===== config.mk =====
export PLATFORM = sky130hd
export DESIGN_NAME = hall_edge_tachometer
export DESIGN_NICKNAME = d
export VERILOG_FILES = /design/src/design/hetach_pkg.sv /design/src/design/hetach_mul.sv /design/src/design/hetach_div.sv /design/src/design/hall_edge_tachometer.sv
export SDC_FILE = /design/constraint.sdc
export NUM_CORES = 1
export LEC_CHECK = 0
export ABC_AREA = 1
export BUFFER_PORTS_ARGS = -buffer_cell sky130_fd_sc_hd__buf_2
export CORE_AREA = 2 2 245 247
export CTS_CLUSTER_SIZE = 16
export DETAILED_ROUTE_END_ITERATION = 7
export DIE_AREA = 0 0 247 249
export GPL_ROUTABILITY_DRIVEN = 0
export GPL_TIMING_DRIVEN = 0
export PLACE_DENSITY = 0.72
export SLEW_MARGIN = 25
export SYNTH_ARGS = -nofsm -noshare
export SYNTH_HDL_FRONTEND = slang
export SYNTH_SLANG_ARGS = --single-unit

===== constraint.sdc =====
create_clock -name clock -period 6.5 [get_ports clock]
set_input_delay 0.325 -clock clock [delete_from_list [all_inputs] [get_ports clock]]
set_output_delay 0.325 -clock clock [all_outputs]
set_load 0.1 [all_outputs]

===== src/design/hetach_pkg.sv =====
`timescale 1ns / 1ps

package hetach_pkg;

   // field widths
   localparam int EDGE_W     = 32;
   localparam int TIME_W     = 32;
   localparam int EPR_W      = 8;
   localparam int STALE_W    = 16;
   localparam int RPM_W      = 32;
   localparam int STATUS_W   = 3;
   localparam int CSR_IDX_W  = 1;
   localparam int CSR_DATA_W = 16;

   // 60000 * 256 = 0x753 << 13
   localparam int                 RPM_K_W     = 11;
   localparam logic [RPM_K_W-1:0] RPM_K       = 11'h753;
   localparam int                 RPM_K_SHIFT = 13;

   // divider operand widths
   localparam int NUM_W = EDGE_W + RPM_K_W + RPM_K_SHIFT;
   localparam int DEN_W = TIME_W + EPR_W;

   // register indexes
   localparam logic [CSR_IDX_W-1:0] CSR_EDGES_PER_REV = 1'b0;
   localparam logic [CSR_IDX_W-1:0] CSR_STALE_MS      = 1'b1;

   // register reset values
   localparam logic [EPR_W-1:0]   EPR_RESET   = 8'd24;
   localparam logic [STALE_W-1:0] STALE_RESET = 16'd500;

   // input actions
   localparam logic ACT_EDGE   = 1'b0;
   localparam logic ACT_SAMPLE = 1'b1;

   // status codes
   localparam logic [STATUS_W-1:0] ST_MEASURED = 3'd0;
   localparam logic [STATUS_W-1:0] ST_PRIMING  = 3'd1;
   localparam logic [STATUS_W-1:0] ST_ROLLOVER = 3'd2;
   localparam logic [STATUS_W-1:0] ST_ZERO_INT = 3'd3;
   localparam logic [STATUS_W-1:0] ST_STALE    = 3'd4;

   typedef struct packed {
      logic              action;
      logic [TIME_W-1:0] now_ms;
   } req_type;

   typedef struct packed {
      logic [RPM_W-1:0]    rpm_q8;
      logic [STATUS_W-1:0] status;
   } rsp_type;

endpackage


===== src/design/hetach_mul.sv =====
`timescale 1ns / 1ps

// shift-add multiplier, one multiplier bit per cycle, msb first
module hetach_mul #(
   parameter int WA = 32,
   parameter int WB = 8
) (
   input  logic             clock,
   input  logic             reset,
   input  logic             start,
   input  logic [WA-1:0]    a,
   input  logic [WB-1:0]    b,
   output logic             busy,
   output logic [WA+WB-1:0] product
);

   localparam int CNT_W = $clog2(WB + 1);
   localparam int P_W   = WA + WB;

   logic [CNT_W-1:0] cnt_ff;
   logic [P_W-1:0]   acc_ff;
   logic [P_W-1:0]   acc_in;
   logic [WA-1:0]    a_ff;
   logic [WB-1:0]    b_ff;

   assign acc_in  = {acc_ff[P_W-2:0], 1'b0} + (b_ff[WB-1] ? P_W'(a_ff) : '0);
   assign busy    = (cnt_ff != '0);
   assign product = acc_ff;

   always_ff @(posedge clock) begin
      if (reset) begin
         cnt_ff <= '0;
      end else if (start) begin
         cnt_ff <= CNT_W'(WB);
      end else if (busy) begin
         cnt_ff <= cnt_ff - 1'b1;
      end
   end

   always_ff @(posedge clock) begin
      if (start) begin
         acc_ff <= '0;
         a_ff   <= a;
         b_ff   <= b;
      end else if (busy) begin
         acc_ff <= acc_in;
         b_ff   <= {b_ff[WB-2:0], 1'b0};
      end
   end

endmodule


===== src/design/hetach_div.sv =====
`timescale 1ns / 1ps

// restoring divider, one quotient bit per cycle, saturating quotient
module hetach_div #(
   parameter int NUM_W = 56,
   parameter int DEN_W = 40,
   parameter int Q_W   = 32
) (
   input  logic             clock,
   input  logic             reset,
   input  logic             start,
   input  logic [NUM_W-1:0] num,
   input  logic [DEN_W-1:0] den,
   output logic             busy,
   output logic [Q_W-1:0]   quot
);

   localparam int CNT_W = $clog2(Q_W + 1);

   logic [CNT_W-1:0] cnt_ff;
   logic [DEN_W-1:0] den_ff;
   logic [DEN_W-1:0] rem_ff;
   logic [Q_W-1:0]   low_ff;
   logic [DEN_W-1:0] num_hi;
   logic             sat;
   logic [DEN_W:0]   rem_sh;
   logic [DEN_W:0]   diff;
   logic             q_bit;

   // quotient overflows when the bits above the quotient already reach the divisor
   assign num_hi = DEN_W'(num[NUM_W-1:Q_W]);
   assign sat    = (num_hi >= den);

   assign rem_sh = {rem_ff, low_ff[Q_W-1]};
   assign diff   = rem_sh - {1'b0, den_ff};
   assign q_bit  = ~diff[DEN_W];

   assign busy = (cnt_ff != '0);
   assign quot = low_ff;

   always_ff @(posedge clock) begin
      if (reset) begin
         cnt_ff <= '0;
      end else if (start) begin
         cnt_ff <= (den == '0 || sat) ? '0 : CNT_W'(Q_W);
      end else if (busy) begin
         cnt_ff <= cnt_ff - 1'b1;
      end
   end

   always_ff @(posedge clock) begin
      if (start) begin
         den_ff <= den;
         rem_ff <= num_hi;
         if (den == '0) begin
            low_ff <= (num != '0) ? '1 : '0;
         end else if (sat) begin
            low_ff <= '1;
         end else begin
            low_ff <= num[Q_W-1:0];
         end
      end else if (busy) begin
         rem_ff <= q_bit ? diff[DEN_W-1:0] : rem_sh[DEN_W-1:0];
         low_ff <= {low_ff[Q_W-2:0], q_bit};
      end
   end

endmodule


===== src/design/hall_edge_tachometer.sv =====
`timescale 1ns / 1ps

// channel  ports                         direction  word
// req      req_valid req_ready req_word   in         action, now_ms
// rsp      rsp_valid rsp_ready rsp_word   out        rpm_q8, status
// csr      csr_we csr_index csr_wdata     in         edges_per_rev, stale_ms
//
// edge event: taken whenever the block is idle, gives no word
// sample: a computed speed goes through the shift-add multipliers, then the bit-serial
//   divider, which skips a zero-divisor or saturating divide; other samples go to output
// one sample is in flight at a time; req_ready is low until its word is in rsp
// the rsp register holds a finished word while the next item is accepted; rsp stalls keep
//   the block in its output state; reset is synchronous and skips the payload registers

module hall_edge_tachometer (
   input  logic                               clock,
   input  logic                               reset,
   input  logic                               req_valid,
   output logic                               req_ready,
   input  hetach_pkg::req_type                req_word,
   output logic                               rsp_valid,
   input  logic                               rsp_ready,
   output hetach_pkg::rsp_type                rsp_word,
   input  logic                               csr_we,
   input  logic [hetach_pkg::CSR_IDX_W-1:0]   csr_index,
   input  logic [hetach_pkg::CSR_DATA_W-1:0]  csr_wdata
);

   typedef enum logic [1:0] {
      S_IDLE,
      S_MUL,
      S_DIV,
      S_OUT
   } state_type;

   state_type state_ff;

   // configuration registers
   logic [hetach_pkg::EPR_W-1:0]   epr_ff;
   logic [hetach_pkg::STALE_W-1:0] stale_ff;

   // tachometer state
   logic [hetach_pkg::EDGE_W-1:0] edge_count_ff;
   logic [hetach_pkg::EDGE_W-1:0] last_edge_ff;
   logic [hetach_pkg::TIME_W-1:0] last_time_ff;

   // result being built
   logic [hetach_pkg::RPM_W-1:0]    rpm_ff;
   logic [hetach_pkg::STATUS_W-1:0] status_ff;
   logic                            rsp_valid_ff;
   hetach_pkg::rsp_type             rsp_word_ff;

   // sample classification
   logic                            accept;
   logic                            sample;
   logic [hetach_pkg::TIME_W-1:0]   d_ms;
   logic [hetach_pkg::EDGE_W-1:0]   d_edges;
   logic [hetach_pkg::STATUS_W-1:0] status_in;
   logic                            store;
   logic                            compute;

   // arithmetic units
   logic                                            mul_start;
   logic                                            num_busy;
   logic                                            den_busy;
   logic [hetach_pkg::EDGE_W+hetach_pkg::RPM_K_W-1:0] num_prod;
   logic [hetach_pkg::DEN_W-1:0]                    den_prod;
   logic [hetach_pkg::NUM_W-1:0]                    num;
   logic                                            div_start;
   logic                                            div_busy;
   logic [hetach_pkg::RPM_W-1:0]                    quot;
   logic                                            out_free;

   assign req_ready = (state_ff == S_IDLE);
   assign accept    = req_valid && req_ready;
   assign sample    = (req_word.action == hetach_pkg::ACT_SAMPLE);

   assign d_ms    = req_word.now_ms - last_time_ff;
   assign d_edges = edge_count_ff - last_edge_ff;

   // decide the sample case from the stored time and edge count
   always_comb begin
      store     = 1'b1;
      compute   = 1'b0;
      status_in = hetach_pkg::ST_MEASURED;
      if (last_time_ff == '0) begin
         status_in = hetach_pkg::ST_PRIMING;
      end else if (req_word.now_ms < last_time_ff) begin
         status_in = hetach_pkg::ST_ROLLOVER;
      end else if (req_word.now_ms == last_time_ff) begin
         status_in = hetach_pkg::ST_ZERO_INT;
         store     = 1'b0;
      end else if (d_edges == '0 &&
                   d_ms > hetach_pkg::TIME_W'(stale_ff)) begin
         status_in = hetach_pkg::ST_STALE;
      end else begin
         compute   = 1'b1;
      end
   end

   // numerator: d_edges * 0x753, later shifted up by 13
   // denominator: d_ms * edges_per_rev
   assign mul_start = accept && sample && compute;

   hetach_mul #(
      .WA (hetach_pkg::EDGE_W),
      .WB (hetach_pkg::RPM_K_W)
   ) u_num_mul (
      .clock   (clock),
      .reset   (reset),
      .start   (mul_start),
      .a       (d_edges),
      .b       (hetach_pkg::RPM_K),
      .busy    (num_busy),
      .product (num_prod)
   );

   hetach_mul #(
      .WA (hetach_pkg::TIME_W),
      .WB (hetach_pkg::EPR_W)
   ) u_den_mul (
      .clock   (clock),
      .reset   (reset),
      .start   (mul_start),
      .a       (d_ms),
      .b       (epr_ff),
      .busy    (den_busy),
      .product (den_prod)
   );

   assign num       = {num_prod, {hetach_pkg::RPM_K_SHIFT{1'b0}}};
   assign div_start = (state_ff == S_MUL) && !num_busy && !den_busy;

   // quotient truncated, saturated at all ones; zero divisor handled inside
   hetach_div #(
      .NUM_W (hetach_pkg::NUM_W),
      .DEN_W (hetach_pkg::DEN_W),
      .Q_W   (hetach_pkg::RPM_W)
   ) u_div (
      .clock (clock),
      .reset (reset),
      .start (div_start),
      .num   (num),
      .den   (den_prod),
      .busy  (div_busy),
      .quot  (quot)
   );

   assign out_free = !rsp_valid_ff || rsp_ready;

   // control, tachometer state and registered outputs
   always_ff @(posedge clock) begin
      if (reset) begin
         state_ff      <= S_IDLE;
         epr_ff        <= hetach_pkg::EPR_RESET;
         stale_ff      <= hetach_pkg::STALE_RESET;
         edge_count_ff <= '0;
         last_edge_ff  <= '0;
         last_time_ff  <= '0;
         rsp_valid_ff  <= 1'b0;
      end else begin
         if (csr_we) begin
            unique case (csr_index)
               hetach_pkg::CSR_EDGES_PER_REV:
                  epr_ff <= csr_wdata[hetach_pkg::EPR_W-1:0];
               hetach_pkg::CSR_STALE_MS:
                  stale_ff <= csr_wdata[hetach_pkg::STALE_W-1:0];
               default: ;
            endcase
         end

         // the output state reloads the word itself
         if (rsp_ready && state_ff != S_OUT) begin
            rsp_valid_ff <= 1'b0;
         end

         unique case (state_ff)
            S_IDLE: begin
               if (accept) begin
                  if (!sample) begin
                     edge_count_ff <= edge_count_ff + 1'b1;
                  end else begin
                     if (store) begin
                        last_time_ff <= req_word.now_ms;
                        last_edge_ff <= edge_count_ff;
                     end
                     state_ff <= compute ? S_MUL : S_OUT;
                  end
               end
            end
            S_MUL: begin
               if (div_start) begin
                  state_ff <= S_DIV;
               end
            end
            S_DIV: begin
               if (!div_busy) begin
                  state_ff <= S_OUT;
               end
            end
            S_OUT: begin
               if (out_free) begin
                  rsp_valid_ff <= 1'b1;
                  state_ff     <= S_IDLE;
               end
            end
            default: state_ff <= S_IDLE;
         endcase
      end
   end

   // result payload, no reset needed
   always_ff @(posedge clock) begin
      if (accept && sample) begin
         status_ff <= status_in;
         rpm_ff    <= '0;
      end else if (state_ff == S_DIV && !div_busy) begin
         rpm_ff <= quot;
      end
      if (state_ff == S_OUT && out_free) begin
         rsp_word_ff.rpm_q8 <= rpm_ff;
         rsp_word_ff.status <= status_ff;
      end
   end

   assign rsp_valid = rsp_valid_ff;
   assign rsp_word  = rsp_word_ff;

endmodule

=== Yosys cells after proc, flatten, opt, wreduce, memory -nomap -nowiden ===
Index checks and enable logic that the tools add are counted.

* Bits in writable memories: 0
* Bits in latches: 0
* Bits in read-only memories: 0
* Input bits: 55
* Flip-flop bits (word level): 485
* Word-level logic and storage cells: 124
* Memories: 0
* Output and inout bits: 37

* Order comparisons: 3
* Shift operators: 0
* Add/sub/neg operators: 9
* Equality and inequality tests: 10
* Reductions and logical operators: 33
* Bitwise operators: 3
* Muxes and demuxes: 39
* Multiply operators: 0
* Divide/modulo/power cells: 0

{| class="wikitable"
|+ Operators with widths
! kind !! count
|-
| $mux W32 || 7
|-
| $logic_not A32 Y1 || 2
|-
| $sub A32 B32 Y32 || 2
|-
| $reduce_bool A56 Y1 || 1
|-
| $mux W24 || 2
|-
| $add A43 B43 Y43 || 1
|-
| $sub A41 B40 Y41 || 1
|-
| $add A40 B40 Y40 || 1
|-
| $ge A24 B40 Y1 || 1
|-
| $logic_not A40 Y1 || 1
|-
| $mux W40 || 1
|-
| $add A32 B1 Y32 const B || 1
|-
| $eq A32 B32 Y1 || 1
|-
| $gt A32 B16 Y1 || 1
|-
| $lt A32 B32 Y1 || 1
|-
| $mux W6 || 3
|-
| $mux W2 || 8
|-
| $mux W4 || 4
|-
| $mux W8 || 2
|-
| $mux W1 || 10
|-
| $logic_and A1 B1 Y1 || 9
|-
| $ne A2 B2 Y1 const B || 4
|-
| $pmux W2 S4 || 1
|-
| $reduce_bool A4 Y1 || 2
|-
| 18 further kinds || 30
|}

=== Depth between registers and ports, before layout ===
* Depth after elaboration: 11
* Mapped depth: 31
* Depth with buffers taken out: 29

=== By module ===
From an unflattened synthesis, not the netlist that was laid out.

* Cell total of the unflattened synthesis: 5,153
* Area, all modules: 34,072.7 µm²

{| class="wikitable"
|+ By module, submodules not included
! module !! times used !! cells an instance !! area an instance (µm²) !! sequential area each (µm²)
|-
| hall_edge_tachometer || 1 || 1,926 || 12,578.3 || 4,244.1
|-
| hetach_div || 1 || 1,398 || 9,377.7 || 3,323.2
|-
| hetach_mul at u_num_mul || 1 || 938 || 6,227.2 || 2,232.1
|-
| hetach_mul at u_den_mul || 1 || 891 || 5,889.4 || 2,082.0
|}

=== Least setup slack after synthesis ===
Ideal clock, no wire load.

* Path type: in2reg
* From: input port req_word[0] (netlist name)
* To: register u_den_mul.a_ff[0], enable pin
* Library setup time: 392 ps
* Setup slack: 2,477 ps
* Cell stages on the path: 27
* Buffers on the path: 1
* Required time: 6,108 ps
* Data arrival time: 3,631 ps
* Cell sequence: inv_1 > ha_1 > inv_1 > fa_1 > nand2_1 > nand2_1 > nand3_1 > nand2_1 > nand2_1 > nand2_1 > xor2_1 > ha_1 > nand2_1 > inv_1 > nand3_1 > nor2_1 > nand4_1 > nand2_1 > nand2_1 > nor2_1 > nand2_1 > nor2_1 > nand2_1 > nand3_1 > nand3_1 > buf_6 > inv_2

* Word-level cells in the longest chain between the ends: 8
* Elaborated cells between the ends (all ways): 10
* Classes of those cells: 1 x add/sub; 2 x order compare; 1 x eq/ne; 4 x mux; 2 x reduce/logical

{| class="wikitable"
|+ RTL lines
! what !! line !! text
|-
| from (decl) || hall_edge_tachometer.sv:20 || <nowiki>input hetach_pkg::req_type req_word,</nowiki>
|-
| $sub A32 B32 Y32 || hall_edge_tachometer.sv:78 || <nowiki>assign d_ms = req_word.now_ms - last_time_ff;</nowiki>
|-
| named net d_ms, one bit || hall_edge_tachometer.sv:56 || <nowiki>logic [hetach_pkg::TIME_W-1:0] d_ms;</nowiki>
|-
| $gt A32 B16 Y1 || hall_edge_tachometer.sv:94 || <nowiki>d_ms > hetach_pkg::TIME_W'(stale_ff)) begin</nowiki>
|-
| $logic_and A1 B1 Y1 || hall_edge_tachometer.sv:93 || <nowiki>end else if (d_edges == '0 &&</nowiki>
|-
| $mux W1 || hall_edge_tachometer.sv:93 ||
|-
| $mux W1 || hall_edge_tachometer.sv:90 || <nowiki>end else if (req_word.now_ms == last_time_ff) begin</nowiki>
|-
| $mux W1 || hall_edge_tachometer.sv:88 || <nowiki>end else if (req_word.now_ms < last_time_ff) begin</nowiki>
|-
| $mux W1 || hall_edge_tachometer.sv:86 || <nowiki>if (last_time_ff == '0) begin</nowiki>
|-
| $logic_and A1 B1 Y1 || hall_edge_tachometer.sv:103 || <nowiki>assign mul_start = accept && sample && compute;</nowiki>
|-
| named net mul_start || hall_edge_tachometer.sv:63 || <nowiki>logic mul_start;</nowiki>
|-
| to (signal assigned) || hetach_mul.sv:43 || <nowiki>a_ff <= a;</nowiki>
|-
| to (decl) || hetach_mul.sv:23 || <nowiki>logic [WA-1:0] a_ff;</nowiki>
|}

The timed path passes the listed nets, and every way through them passes these cells.
A chain may end at the register's enable or synchronous reset.

=== Final worst setup path ===
* From: input port req_word[0] (netlist name)
* To: register u_den_mul.a_ff[29], enable pin

The elaborated chain is that of the path after synthesis.

==> results_dict.tcl <==
set metrics [dict create \
    antenna_found_initial 0 \
    diodes 0 \
    finalCritPeriodShare_pct 72.4 \
    outcome "completed" \
    yosysTopAreaCell "edfxtp_1" \
    hold_viol_final 0 \
    reg2reg_depth 26 \
    grt_pass1_wl_mm 143 \
    period_needed_ns 4.71 \
    cp.required_ns 6.73 \
    synth_top_area_share_pct 19.3 \
    synth_top_family_by_area "simple AND/OR/NAND/NOR gates" \
    viasPerCell 5.35 \
    yosys.area_share.simple_pct 25.9 \
    syn_inst 4628 \
    fin_skew_ns 0.0335 \
    synth_area_mm2 0.0320 \
    ys_top_cells_by_count "nand2_1, inv_1, nor2_1" \
    core-area_mm2 0.0587 \
    ant_nets 0 \
    drc 0 \
    synth_mux_area_share_pct 0.0352 \
    numCtsBuffers 51 \
    holdPathStages 3 \
    clk_path_buf_depth 3 \
    pin_count 92 \
    synth_edf_count 206 \
    peakVddDrop_uv 358 \
    p_leak_nw 17.3 \
    crit_fanout 71 \
    start_util_pct 54.5 \
    vias 30021 \
    synth_cell_type_count 55 \
    dp_hpwl_mm 71.9 \
    dr.pass1.iters 6 \
    slowest_stage "inv_4" \
    seq_area_frac_synth_pct 36.8 \
    htree_levels 2 \
    fin_hold_ws_ns 0.0287 \
    synthFlopType "dfxtp_1" \
    grt_pass1_vias 27772 \
    fin_setup_tns_ns 0 \
    worst_slew_pin_slew_ns 1.05 \
    hp-class "primary input to register" \
    synth_xor_area_share_pct 2.27 \
    die_area_mm2 0.0615 \
    syn_nets 4901 \
    cap_violations 0 \
    crit_type "primary input to register" \
    layout.nets 5065 \
    grt_max_degree 72 \
    maxSlewViolCount 0 \
    rsz0062_at_grt "no" \
    synthArstFlopShare_pct 0 \
    die_height_um 249 \
    layout-drive-gt1-share_pct 5.15 \
    syn_to_final_growth_pct 10.7 \
    wire_per_inst_um 16.0 \
    cts_root_buf "clkbuf_16" \
    cp-start-kind "primary input" \
    ys_ff_latch 485 \
    synthTopCellsByArea "edfxtp_1, dfxtp_1, nand2_1, inv_1, ha_1" \
    drt_wl_total_mm 89.6 \
    crit_top_cell "nand2_1" \
    clkSlewWorstSetupHoldPaths_ns 0.05 \
    clock-sinks 485 \
    relSlewSlack_pct 30.0 \
    fin_cells 5608 \
    ys_warn_count 0 \
    cts_tree "yes" \
    synth_most_common_cell "nand2_1" \
    fp-row-count 89 \
    powerDensity_mw_per_mm2 503 \
    drtIter0Drc 2510 \
    overflow 0 \
    critPathCaptureType "register" \
    synth-compound-area-share_pct 14.9 \
    clk_latency_ns 0.63 \
    fillers 5571 \
    dp.cells 5495 \
    die_w_um 247 \
    cp.arrival_ns 4.93 \
    fmax_mhz 213 \
    placement.io_buffers 91 \
    cpPeakStageDelay_ns 0.60 \
    setup_viol 0 \
    track_usage_pct 29.0 \
    avgSynthCellArea_um2 6.92 \
    yosys.area_share.adder_pct 8.64 \
]
[placed cells by master (no fill, tap or decap), types with 25 or more instances in the layout]
cell and count:
clkbuf_1 87, dfxtp_1 279, nor4_1 32, ha_1 213
xor2_1 61, edfxtp_1 206, a31oi_1 30, o21bai_1 25
nand4_1 63, o21ai_0 333, buf_2 102, inv_1 852
nor3_1 60, nand3_1 184, nor2_1 369, o211ai_1 57
nand2_1 1236, clkbuf_16 54, a21oi_1 354
[area by class of cell]
type / instances / area, µm² / share of cell area [%]
multi-input cells: 3178 / 16600 / 46.8
repair buffers: 111 / 701 / 1.98
inverters: 863 / 3240 / 9.15
flip-flops and latches: 485 / 11800 / 33.2
well taps: 773 / 967 / 2.73
plain buffers: 102 / 443 / 1.25
clock buffers: 68 / 1440 / 4.06
clock inverters: 28 / 305 / 0.861
[critical path: cells and delay by family]
kind	cells	cell delay (ns)
buf+inv	7	1.70
xor+xnor	1	0.19
simple gates	18	1.80
fa+ha+maj	3	0.89
[stage by stage]
step / area [µm²] / total power (W) / worst slack (ns) / util, %
after floorplan: 32000 / 0.0120 / 2.48 / -
after global placement: 33400 / 0.0144 / 1.34 / 57.0
after detailed placement: 33500 / 0.0146 / 1.70 / 57.1
after CTS: 35400 / 0.0177 / 1.79 / 60.4
after global routing: 35400 / 0.0193 / 1.39 / 60.4
final: 35400 / 0.0178 / 1.79 / 60.4
[registers in the layout, indices dropped and copies added, names as in the netlist, 3 cells and up]
register and count:
u_num_mul.product 43, u_den_mul.a_ff 32, u_div.rem_ff 40, stale_ff 16, u_den_mul.b_ff 8, edge_count_ff 32, last_edge_ff 32, epr_ff 8
last_time_ff 32, rpm_ff 32, u_num_mul.b_ff 11, u_div.cnt_ff 6, u_den_mul.product 40, u_div.den_ff 40, status_ff 3, rsp_word 35
u_num_mul.cnt_ff 4, u_div.quot 32, u_num_mul.a_ff 32, u_den_mul.cnt_ff 4
[repair_timing]
action	in CTS	in global routing
setup buffers	0	0
hold buffers	17	0
gates resized for setup	0	0
hold endpoints to repair	23	0
[per-layer routing]
metal	vias up	share of wire (%)	track usage, %
met3	207	6.4	3.54
met2	981	45	47.5
li1	15317	-	-
met1	13516	44	38.9
met4	0	4.1	11.5
met5	-	0	0
[final timing paths]
check        slack [ns]                 end       startpoint
max                1.79  u_den_mul.a_ff[29]      req_word[0]
min                0.03    last_time_ff[28]     req_word[28]
max reg2reg        1.90  u_den_mul.a_ff[29]  last_time_ff[0]
min reg2reg        0.41         rsp_word[1]     status_ff[1]
[kinds of logic (layout without fill, tap and decap cells)]
| family | after synthesis | after routing |
|---|---|---|
| AND/OR/NAND/NOR | 2011 | 2011 |
| buffers and inverters | 965 | 1172 |
| AO/OA/AOI/OAI | 866 | 866 |
| flip-flops | 485 | 485 |
| adder cells (fa/ha/maj) | 218 | 218 |
| XOR/XNOR | 82 | 82 |
| multiplexers | 1 | 1 |
[report_power, final]
| part | internal [W] | switching, W |
|---|---|---|
| Clock | 0.00174 | 0.00128 |
| Combinational | 0.00311 | 0.00652 |
| Sequential | 0.00449 | 0.000690 |
| Total | 0.00934 | 0.00849 |
(Power assumes the default switching activity.)
